### config.mk
export PLATFORM = sky130hd
export DESIGN_NAME = line_pixel_generator
export DESIGN_NICKNAME = d
export VERILOG_FILES = /design/src/lpg_pkg.sv /design/src/line_pixel_generator.sv /design/src/lpg_setup.sv /design/src/lpg_core.sv
export SDC_FILE = /design/constraint.sdc
export NUM_CORES = 1
export LEC_CHECK = 0
export ABC_AREA = 1
export BUFFER_PORTS_ARGS = -buffer_cell sky130_fd_sc_hd__buf_2
export CAP_MARGIN = 20
export CORE_MARGIN = 2
export CORE_UTILIZATION = 62
export CTS_CLUSTER_SIZE = 14
export DETAILED_ROUTE_END_ITERATION = 16
export MAX_ROUTING_LAYER = met4
export PLACE_DENSITY = 0.93
export SKIP_LAST_GASP = 1
export SLEW_MARGIN = 0
export SYNTH_ARGS = -nofsm -noshare
export SYNTH_HDL_FRONTEND = slang
export SYNTH_SLANG_ARGS = --single-unit
### constraint.sdc
create_clock -name aclk -period 7.2 [get_ports aclk]
set_input_delay 1.44 -clock aclk [delete_from_list [all_inputs] [get_ports aclk]]
set_output_delay 1.44 -clock aclk [all_outputs]
set_load 0.02 [all_outputs]
### src/lpg_pkg.sv
`timescale 1ns / 1ps
`default_nettype none

package lpg_pkg;

    typedef enum logic {
        OP_START = 1'b0,
        OP_STEP  = 1'b1
    } op_t;

    localparam int unsigned COLOUR_BITS = 2;

    typedef logic [COLOUR_BITS-1:0] colour_t;

    typedef struct packed {
        logic steep;
        logic minor_down;
    } line_flags_t;

endpackage

`default_nettype wire

### src/line_pixel_generator.sv
// Channel   Direction  Ports
// s_        in         s_valid/s_ready, s_operation, s_start_x/y, s_end_x/y, s_colour_in
// m_        out        m_valid/m_ready, m_pixel_x/y, m_pixel_colour, m_last_pixel
//
// One transaction per clock while m_ is not stalled: input register, then line setup
// into the line state or one Bresenham step into the pixel register.
// Start transactions give no pixel; a step while idle gives none either.
// aresetn is synchronous and clears the valid flags and the busy state.
// A stalled m_ already holds the input register; s_ready drops only when both are full.
`timescale 1ns / 1ps
`default_nettype none

module line_pixel_generator
    import lpg_pkg::*;
#(
    parameter int COORD_BITS = 10
) (
    input  wire logic                         aclk,
    input  wire logic                         aresetn,
    input  wire logic                         s_valid,
    output logic                              s_ready,
    input  wire logic                         s_operation,
    input  wire logic signed [COORD_BITS-1:0] s_start_x,
    input  wire logic signed [COORD_BITS-1:0] s_start_y,
    input  wire logic signed [COORD_BITS-1:0] s_end_x,
    input  wire logic signed [COORD_BITS-1:0] s_end_y,
    input  wire logic [COLOUR_BITS-1:0]       s_colour_in,
    output logic                              m_valid,
    input  wire logic                         m_ready,
    output logic signed [COORD_BITS-1:0]      m_pixel_x,
    output logic signed [COORD_BITS-1:0]      m_pixel_y,
    output logic [COLOUR_BITS-1:0]            m_pixel_colour,
    output logic                              m_last_pixel
);

    logic                         in_valid_reg;
    logic                         in_valid_next;
    op_t                          op_reg;
    logic signed [COORD_BITS-1:0] start_x_reg;
    logic signed [COORD_BITS-1:0] start_y_reg;
    logic signed [COORD_BITS-1:0] end_x_reg;
    logic signed [COORD_BITS-1:0] end_y_reg;
    colour_t                      colour_reg;

    logic                         out_free;
    logic                         advance;

    line_flags_t                  set_flags;
    logic signed [COORD_BITS-1:0] set_major_start;
    logic signed [COORD_BITS-1:0] set_major_end;
    logic signed [COORD_BITS-1:0] set_minor_start;
    logic        [COORD_BITS-1:0] set_delta_major;
    logic        [COORD_BITS-1:0] set_delta_minor;
    logic signed [COORD_BITS:0]   set_error;

    assign advance = in_valid_reg && out_free;
    assign s_ready = !in_valid_reg || advance;

    always_comb begin
        in_valid_next = in_valid_reg;
        if (s_ready) begin
            in_valid_next = s_valid;
        end
    end

    always_ff @(posedge aclk) begin
        if (!aresetn) begin
            in_valid_reg <= 1'b0;
        end else begin
            in_valid_reg <= in_valid_next;
        end
    end

    always_ff @(posedge aclk) begin
        if (s_valid && s_ready) begin
            op_reg      <= op_t'(s_operation);
            start_x_reg <= s_start_x;
            start_y_reg <= s_start_y;
            end_x_reg   <= s_end_x;
            end_y_reg   <= s_end_y;
            colour_reg  <= s_colour_in;
        end
    end

    lpg_setup #(
        .COORD_BITS(COORD_BITS)
    ) u_setup (
        .start_x     (start_x_reg),
        .start_y     (start_y_reg),
        .end_x       (end_x_reg),
        .end_y       (end_y_reg),
        .flags       (set_flags),
        .major_start (set_major_start),
        .major_end   (set_major_end),
        .minor_start (set_minor_start),
        .delta_major (set_delta_major),
        .delta_minor (set_delta_minor),
        .error_init  (set_error)
    );

    lpg_core #(
        .COORD_BITS(COORD_BITS)
    ) u_core (
        .aclk            (aclk),
        .aresetn         (aresetn),
        .fire            (advance),
        .op              (op_reg),
        .colour          (colour_reg),
        .set_flags       (set_flags),
        .set_major_start (set_major_start),
        .set_major_end   (set_major_end),
        .set_minor_start (set_minor_start),
        .set_delta_major (set_delta_major),
        .set_delta_minor (set_delta_minor),
        .set_error       (set_error),
        .out_free        (out_free),
        .m_valid         (m_valid),
        .m_ready         (m_ready),
        .m_pixel_x       (m_pixel_x),
        .m_pixel_y       (m_pixel_y),
        .m_pixel_colour  (m_pixel_colour),
        .m_last_pixel    (m_last_pixel)
    );

endmodule

`default_nettype wire

### src/lpg_setup.sv
`timescale 1ns / 1ps
`default_nettype none

module lpg_setup
    import lpg_pkg::*;
#(
    parameter int COORD_BITS = 10
) (
    input  wire logic signed [COORD_BITS-1:0] start_x,
    input  wire logic signed [COORD_BITS-1:0] start_y,
    input  wire logic signed [COORD_BITS-1:0] end_x,
    input  wire logic signed [COORD_BITS-1:0] end_y,
    output line_flags_t                       flags,
    output logic signed [COORD_BITS-1:0]      major_start,
    output logic signed [COORD_BITS-1:0]      major_end,
    output logic signed [COORD_BITS-1:0]      minor_start,
    output logic        [COORD_BITS-1:0]      delta_major,
    output logic        [COORD_BITS-1:0]      delta_minor,
    output logic signed [COORD_BITS:0]        error_init
);

    localparam int W = COORD_BITS + 1;

    logic signed [W-1:0]          dx;
    logic signed [W-1:0]          dy;
    logic signed [W-1:0]          dx_neg;
    logic signed [W-1:0]          dy_neg;
    logic        [COORD_BITS-1:0] adx;
    logic        [COORD_BITS-1:0] ady;
    logic                         steep;
    logic                         swap;
    logic signed [COORD_BITS-1:0] a0;
    logic signed [COORD_BITS-1:0] a1;
    logic signed [COORD_BITS-1:0] b0;
    logic signed [COORD_BITS-1:0] b1;
    logic signed [COORD_BITS-1:0] minor_stop;

    assign dx     = W'(end_x) - W'(start_x);
    assign dy     = W'(end_y) - W'(start_y);
    assign dx_neg = -dx;
    assign dy_neg = -dy;
    assign adx    = dx[W-1] ? dx_neg[COORD_BITS-1:0] : dx[COORD_BITS-1:0];
    assign ady    = dy[W-1] ? dy_neg[COORD_BITS-1:0] : dy[COORD_BITS-1:0];
    assign steep  = ady > adx;

    assign a0 = steep ? start_y : start_x;
    assign b0 = steep ? start_x : start_y;
    assign a1 = steep ? end_y   : end_x;
    assign b1 = steep ? end_x   : end_y;

    assign swap        = a0 > a1;
    assign major_start = swap ? a1 : a0;
    assign major_end   = swap ? a0 : a1;
    assign minor_start = swap ? b1 : b0;
    assign minor_stop  = swap ? b0 : b1;

    assign delta_major = steep ? ady : adx;
    assign delta_minor = steep ? adx : ady;
    assign error_init  = $signed({1'b0, 1'b0, delta_major[COORD_BITS-1:1]});

    assign flags.steep      = steep;
    assign flags.minor_down = !(minor_start < minor_stop);

endmodule

`default_nettype wire

### src/lpg_core.sv
`timescale 1ns / 1ps
`default_nettype none

module lpg_core
    import lpg_pkg::*;
#(
    parameter int COORD_BITS = 10
) (
    input  wire logic                         aclk,
    input  wire logic                         aresetn,
    input  wire logic                         fire,
    input  wire op_t                          op,
    input  wire colour_t                      colour,
    input  wire line_flags_t                  set_flags,
    input  wire logic signed [COORD_BITS-1:0] set_major_start,
    input  wire logic signed [COORD_BITS-1:0] set_major_end,
    input  wire logic signed [COORD_BITS-1:0] set_minor_start,
    input  wire logic        [COORD_BITS-1:0] set_delta_major,
    input  wire logic        [COORD_BITS-1:0] set_delta_minor,
    input  wire logic signed [COORD_BITS:0]   set_error,
    output logic                              out_free,
    output logic                              m_valid,
    input  wire logic                         m_ready,
    output logic signed [COORD_BITS-1:0]      m_pixel_x,
    output logic signed [COORD_BITS-1:0]      m_pixel_y,
    output colour_t                           m_pixel_colour,
    output logic                              m_last_pixel
);

    localparam int W = COORD_BITS + 1;

    logic                         busy_reg;
    logic                         busy_next;
    line_flags_t                  flags_reg;
    logic signed [COORD_BITS-1:0] major_pos_reg;
    logic signed [COORD_BITS-1:0] major_pos_next;
    logic signed [COORD_BITS-1:0] major_end_reg;
    logic signed [COORD_BITS-1:0] minor_pos_reg;
    logic signed [COORD_BITS-1:0] minor_pos_next;
    logic        [COORD_BITS-1:0] delta_major_reg;
    logic        [COORD_BITS-1:0] delta_minor_reg;
    logic signed [W-1:0]          error_reg;
    logic signed [W-1:0]          error_next;
    logic signed [W-1:0]          error_sub;
    colour_t                      colour_reg;

    logic                         m_valid_reg;
    logic                         m_valid_next;
    logic signed [COORD_BITS-1:0] pixel_x_reg;
    logic signed [COORD_BITS-1:0] pixel_y_reg;
    colour_t                      pixel_colour_reg;
    logic                         last_pixel_reg;

    logic is_step;
    logic is_start;
    logic emit;
    logic last;

    assign out_free = !m_valid_reg || m_ready;
    assign is_step  = fire && (op == OP_STEP);
    assign is_start = fire && (op == OP_START);
    assign emit     = is_step && busy_reg;
    assign last     = major_pos_reg == major_end_reg;

    // one Bresenham advance
    always_comb begin
        error_sub      = error_reg - $signed({1'b0, delta_minor_reg});
        error_next     = error_sub;
        minor_pos_next = minor_pos_reg;
        major_pos_next = major_pos_reg + COORD_BITS'(1);
        if (error_sub[W-1]) begin
            error_next = error_sub + $signed({1'b0, delta_major_reg});
            if (flags_reg.minor_down) begin
                minor_pos_next = minor_pos_reg - COORD_BITS'(1);
            end else begin
                minor_pos_next = minor_pos_reg + COORD_BITS'(1);
            end
        end
    end

    always_comb begin
        busy_next = busy_reg;
        if (is_start) begin
            busy_next = 1'b1;
        end else if (emit && last) begin
            busy_next = 1'b0;
        end
    end

    always_comb begin
        m_valid_next = m_valid_reg;
        if (fire) begin
            m_valid_next = emit;
        end else if (m_ready) begin
            m_valid_next = 1'b0;
        end
    end

    always_ff @(posedge aclk) begin
        if (!aresetn) begin
            busy_reg    <= 1'b0;
            m_valid_reg <= 1'b0;
        end else begin
            busy_reg    <= busy_next;
            m_valid_reg <= m_valid_next;
        end
    end

    always_ff @(posedge aclk) begin
        if (is_start) begin
            flags_reg       <= set_flags;
            major_pos_reg   <= set_major_start;
            major_end_reg   <= set_major_end;
            minor_pos_reg   <= set_minor_start;
            delta_major_reg <= set_delta_major;
            delta_minor_reg <= set_delta_minor;
            error_reg       <= set_error;
            colour_reg      <= colour;
        end else if (emit && !last) begin
            major_pos_reg <= major_pos_next;
            minor_pos_reg <= minor_pos_next;
            error_reg     <= error_next;
        end
    end

    always_ff @(posedge aclk) begin
        if (emit) begin
            pixel_x_reg      <= flags_reg.steep ? minor_pos_reg : major_pos_reg;
            pixel_y_reg      <= flags_reg.steep ? major_pos_reg : minor_pos_reg;
            pixel_colour_reg <= colour_reg;
            last_pixel_reg   <= last;
        end
    end

    assign m_valid        = m_valid_reg;
    assign m_pixel_x      = pixel_x_reg;
    assign m_pixel_y      = pixel_y_reg;
    assign m_pixel_colour = pixel_colour_reg;
    assign m_last_pixel   = last_pixel_reg;

`ifndef SYNTHESIS
    a_last_goes_idle: assert property (@(posedge aclk) disable iff (!aresetn)
        (emit && last) |=> !busy_reg)
        else $error("line still busy after last pixel");

    a_idle_step_silent: assert property (@(posedge aclk) disable iff (!aresetn)
        (is_step && !busy_reg) |=> !m_valid_reg)
        else $error("pixel produced by step while idle");

    a_error_bounds: assert property (@(posedge aclk) disable iff (!aresetn)
        busy_reg |-> (!error_reg[W-1] && error_reg <= $signed({1'b0, delta_major_reg})))
        else $error("error term out of range");

    a_major_bounds: assert property (@(posedge aclk) disable iff (!aresetn)
        busy_reg |-> (major_pos_reg <= major_end_reg))
        else $error("major position past end point");
`endif

endmodule

`default_nettype wire

* Word level (Yosys, flattened, before mapping) *
Index checks and enable logic that the tools add are counted.
Widths: inputs -> output; s select.

storage, ports and cells
  word-level logic and storage cells = 82
  bits of input ports = 47
  bits in registers = 134
  output and inout port bits = 25

cells by class
  equality and inequality tests = 1
  bitwise logic cells = 1
  $add $sub $neg = 9
  reduce and logical (&&, ||, !) cells = 18
  muxes and demuxes = 27
  order comparisons = 3

operators with widths
  cell                   count
  $mux 10                20
  $sub 10x10->11         2
  $add 10x2->10 const B  2
  $gt 10x10->1           2
  $neg 10->10            2
  $mux 9                 2
  $add 11x11->11         1
  $mux 11                1
  $sub 11x11->11         1
  $eq 10x10->1           1
  $lt 10x10->1           1
  $sub 10x2->10 const B  1
  $reduce_bool 2->1      4
  $logic_and 1x1->1      7
  $logic_not 1->1        4
  $mux 1                 4
  $logic_or 1x1->1       2
  $reduce_and 2->1       1
  $not 1->1              1

* Logic depth before layout (Yosys ltp) *
  word-level depth = 9
  mapped depth = 50
  depth with buffers taken out = 46

* Cells and area by module *
From an unflattened synthesis, not the netlist that was laid out.

second synthesis, totals
  cells, all modules = 1244
  area, all modules = 9968.3 um2

modules (own cells, without submodules)
  module                times used  cells an instance  seq. area each (um2)  area an instance (um2)
  lpg_core              1           577                2682.6                5275.1
  lpg_setup             1           615                0.0                   3343.2
  line_pixel_generator  1           52                 1311.3                1350.0

* Worst setup path before layout *
OpenSTA, ideal clock, no wires.

  path kind = flip-flop to flip-flop
  start = register start_x_reg[0]
  end = register u_core.flags_reg[0] (netlist bit), data pin
  arrival = 5.563 ns
  library setup time = 0.252 ns
  clock period less this slack = 5.815 ns
  stages on the path, launching flop included = 45
  path slack = 1.385 ns
  required time = 6.948 ns
  path buffers = 5
  cells stage by stage = edfxtp_1 > ha_1 > fa_1 > inv_1 > nand3_2 > nand2_2 > nand2_2 > nand2_2 > inv_2 > o211ai_2 > nand2_2 > buf_6 > nand2_1 > nand3_1 > nand2_1 > inv_2 > ha_1 > nand2_1 > (+9 left out) > nand2_1 > nor2_1 > nand3_1 > nand4_1 > nand3_1 > buf_4 > buf_2 > nand2_1 > o21ai_0 > ha_1 > nand2_1 > inv_1 > o21ai_0 > nand2_1 > a21oi_1 > nand2_1 > nand2_1 > nand2_1

RTL lines
  item                    line                        RTL
  from (decl)             line_pixel_generator.sv:39  logic signed [COORD_BITS-1:0] start_x_reg;
  from (signal assigned)  line_pixel_generator.sv:77  start_x_reg <= s_start_x;
  to (signal assigned)    lpg_core.sv:111             flags_reg <= set_flags;
  to (decl)               lpg_core.sv:34              line_flags_t flags_reg;

==> impl_metrics.py <==
metrics = {
    "run_status": {
        "outcome": "complete, no violations",
    },
    "setup_path": {
        "crit_type": "reg -> reg",
        "cp_top_family": "simple AND/OR/NAND/NOR gates",
        "r2r_slack_ns": 0.63,
        "max_stage_delay_ns": 0.45,
        "startpoint_type": "flip-flop",
        "worstPathMaxFanout": 58,
        "crit_top_cell": "nand2_1",
        "end_kind": "flip-flop",
        "reg2reg_from": "start_y_reg[0]",
        "worstPathRequired_ns": 7.40,
        "cp_slowest_cell": "edfxtp_1",
        "cp.buffers_inverters": 4,
        "cp.arrival_ns": 6.77,
        "startpoint": "start_y_reg[0]",
    },
    "layout": {
        "nFillCells": 1170,
        "instances_no_fill": 1493,
        "insertedDiodeCount": 0,
        "layout_common_cells": "344 x nand2_1, 156 x inv_1, 129 x edfxtp_1",
        "final_common_cell": "nand2_1",
        "drive_gt1_frac": 0.115,
        "final_net_count": 1401,
        "largest_reg_flops": 11,
        "syn2layout_area_growth_pct": 11.0,
    },
    "logic_synthesis": {
        "synth_top_family_by_area": "simple AND/OR/NAND/NOR gates",
        "avgSynthCellArea_um2": 8.03,
        "syn_inst": 1205,
        "netlist_area_um2": 9680,
        "synth-seq-cells": 134,
        "netlist-cell-type-count": 40,
        "synth_xor_area_frac": 0.0352,
        "synth_compound_gate_area_share": 0.130,
        "seq_area_frac_synth": 0.410,
        "ys_warn_count": 0,
        "synth-main-ff-cell": "edfxtp_1",
        "synthMuxAreaShare": 0,
        "synth_edf_count": 129,
        "synth_adder_area_share": 0.114,
        "synthArstFlopShare": 0,
        "syn_nets": 1337,
        "synth-simple-area-share": 0.225,
    },
    "min_path": {
        "min-delay-start": "colour_reg[0]",
        "hold_class": "reg -> reg",
    },
    "global_route": {
        "antenna_found_initial": 0,
        "grt_max_degree": 76,
        "grt_pass1_wl_um": 38400,
        "grt_pass1_vias": 8082,
        "overflow": 0,
        "grt_usage": 0.308,
    },
    "sta": {
        "rsz0062_at_grt": "false",
        "final_max_slew_viol_count": 0,
        "fin_crit_ns": 6.57,
        "layout_worst_path_cycle_share": 0.912,
        "timing.slew.headroom": 0.255,
        "max_freq_ghz": 0.152,
        "hold_ws_ns": 0.420,
        "fin_tns_setup_ns": 0,
        "finalSetupViolations": 0,
        "skew_ns": 0.0150,
        "hold_viol_final": 0,
        "worst_slew_pin_slew_ns": 1.11,
    },
    "pwr": {
        "p_sw_frac": 0.495,
        "netSwitchingPower_mw": 2.64,
        "combPwrFrac": 0.625,
        "p_leak_nw": 5.05,
        "pwr-share-clk": 0.159,
        "seq_power_share": 0.216,
        "power_density_nw_per_um2": 497,
        "p_int_mw": 2.70,
        "vdd_drop_max_v": 0.000290,
    },
    "detailed_routing": {
        "ant_nets": 0,
        "vias": 8475,
        "viasPerCell": 5.68,
        "drt_iter0_markers": 953,
        "wirelength_um": 24000,
        "drtPass1Iterations": 8,
        "avgRoutedWirePerCell_um": 16.1,
        "drc": 0,
    },
    "place": {
        "gp_congestion": 1.00,
        "dp_hpwl_um": 18200,
        "io_buffers": 71,
        "dp.cells": 1460,
    },
    "die": {
        "dieArea_um2": 16600,
        "pin_count": 72,
        "core_region_area_um2": 15300,
        "die_y_um": 129,
        "die_x_um": 129,
        "start_util": 0.635,
        "row_count": 45,
    },
    "clock_tree": {
        "path_clk_slew_ns": 0.07,
        "cts_setup_buffers": 0,
        "cts_sinks": 134,
        "cts_tree": "built",
        "clk_latency_ns": 0.44,
        "h-tree-depth": 4,
        "clockRootBuffer": "clkbuf_16",
        "cts_buffers": 17,
        "cts_buffer_depth": 2,
    },
    "flow_run": {
        "drv_cap": 0,
    },
}
[cell usage after synthesis, types with 3 or more instances]
master / number / area [um2]
o21ai_1: 31 / 155
dfxtp_1: 5 / 100
ha_1: 80 / 1000
o21ai_2: 12 / 105
buf_2: 8 / 40.0
nand2_2: 9 / 56.3
nand4_1: 10 / 62.6
clkbuf_1: 12 / 45.0
o21bai_1: 6 / 45.0
nor2_1: 56 / 210
xor2_1: 21 / 184
o21ai_0: 104 / 521
nand3b_1: 3 / 22.5
and2_1: 5 / 31.3
a21o_1: 4 / 30.0
a21oi_1: 51 / 255
xnor2_1: 16 / 140
buf_4: 5 / 37.5
o211ai_1: 11 / 82.6
inv_1: 157 / 589
nor3_1: 8 / 40.0
nand2_1: 344 / 1290
fa_1: 5 / 100
nand3_1: 78 / 390
edfxtp_1: 129 / 3870
a31oi_1: 4 / 25.0
buf_6: 7 / 78.8
inv_2: 7 / 26.3
[timing repair]
action | in CTS | in global routing
endpoints found under the setup margin | 0 | 1
gates resized for setup | 0 | 2
hold buffers | 0 | 0
[worst paths after layout]
path                          end  depth (start not counted)
max reg2reg   u_core.flags_reg[0]                         36
max           u_core.flags_reg[0]                         36
min          u_core.colour_reg[0]                          0
min reg2reg  u_core.colour_reg[0]                          0
[layout make-up]
type | count | area [um2] | area share
clock buffers | 18 | 429 | 0.0399
clock inverters | 14 | 141 | 0.0132
inverters | 165 | 622 | 0.0578
multi-input cells | 873 | 4890 | 0.455
flip-flops and latches | 134 | 3970 | 0.370
well taps | 211 | 264 | 0.0246
repair buffers | 78 | 432 | 0.0402
[stage by stage]
| stage | util | total power [mW] | setup slack, ns | area (um2) |
|---|---|---|---|---|
| floorplan | - | 3.72 | 1.38 | 9680 |
| global placement | 0.665 | 4.23 | 0.725 | 10100 |
| detailed placement | 0.665 | 4.37 | 0.583 | 10100 |
| CTS | 0.703 | 5.26 | 0.566 | 10700 |
| global route | 0.705 | 5.79 | 0.00170 | 10800 |
| finish | 0.705 | 5.34 | 0.633 | 10800 |
[layer usage]
| layer | vias to the layer above | track usage | routed length [um] |
|---|---|---|---|
| li1 | 4162 | - | - |
| met2 | 394 | 0.518 | 11600 |
| met4 | 0 | 0.0946 | 615 |
| met5 | - | - | 0 |
| met3 | 51 | 0.0528 | 1730 |
| met1 | 3868 | 0.382 | 9990 |
[cell families (layout without fill, tap and decap cells)]
kind of cell             count (synthesis)  in the layout
AND/OR/NAND/NOR                        522            522
AO/OA/AOI/OAI                          228            228
buffers and inverters                  198            275
flip-flops                             134            134
adder cells (fa/ha/maj)                 85             85
XOR/XNOR                                38             38
[power groups by stage]
stage          registers (mW)  logic [mW]  clock network, mW
2_1_floorplan            1.14        2.57                  0
3_3_place_gp             1.16        3.07                  0
3_5_place_dp             1.17        3.21                  0
4_1_cts                  1.15        3.25              0.850
5_1_grt                  1.16        3.75              0.881
6_report                 1.15        3.34              0.851
Power figures use the tool's default switching activity.
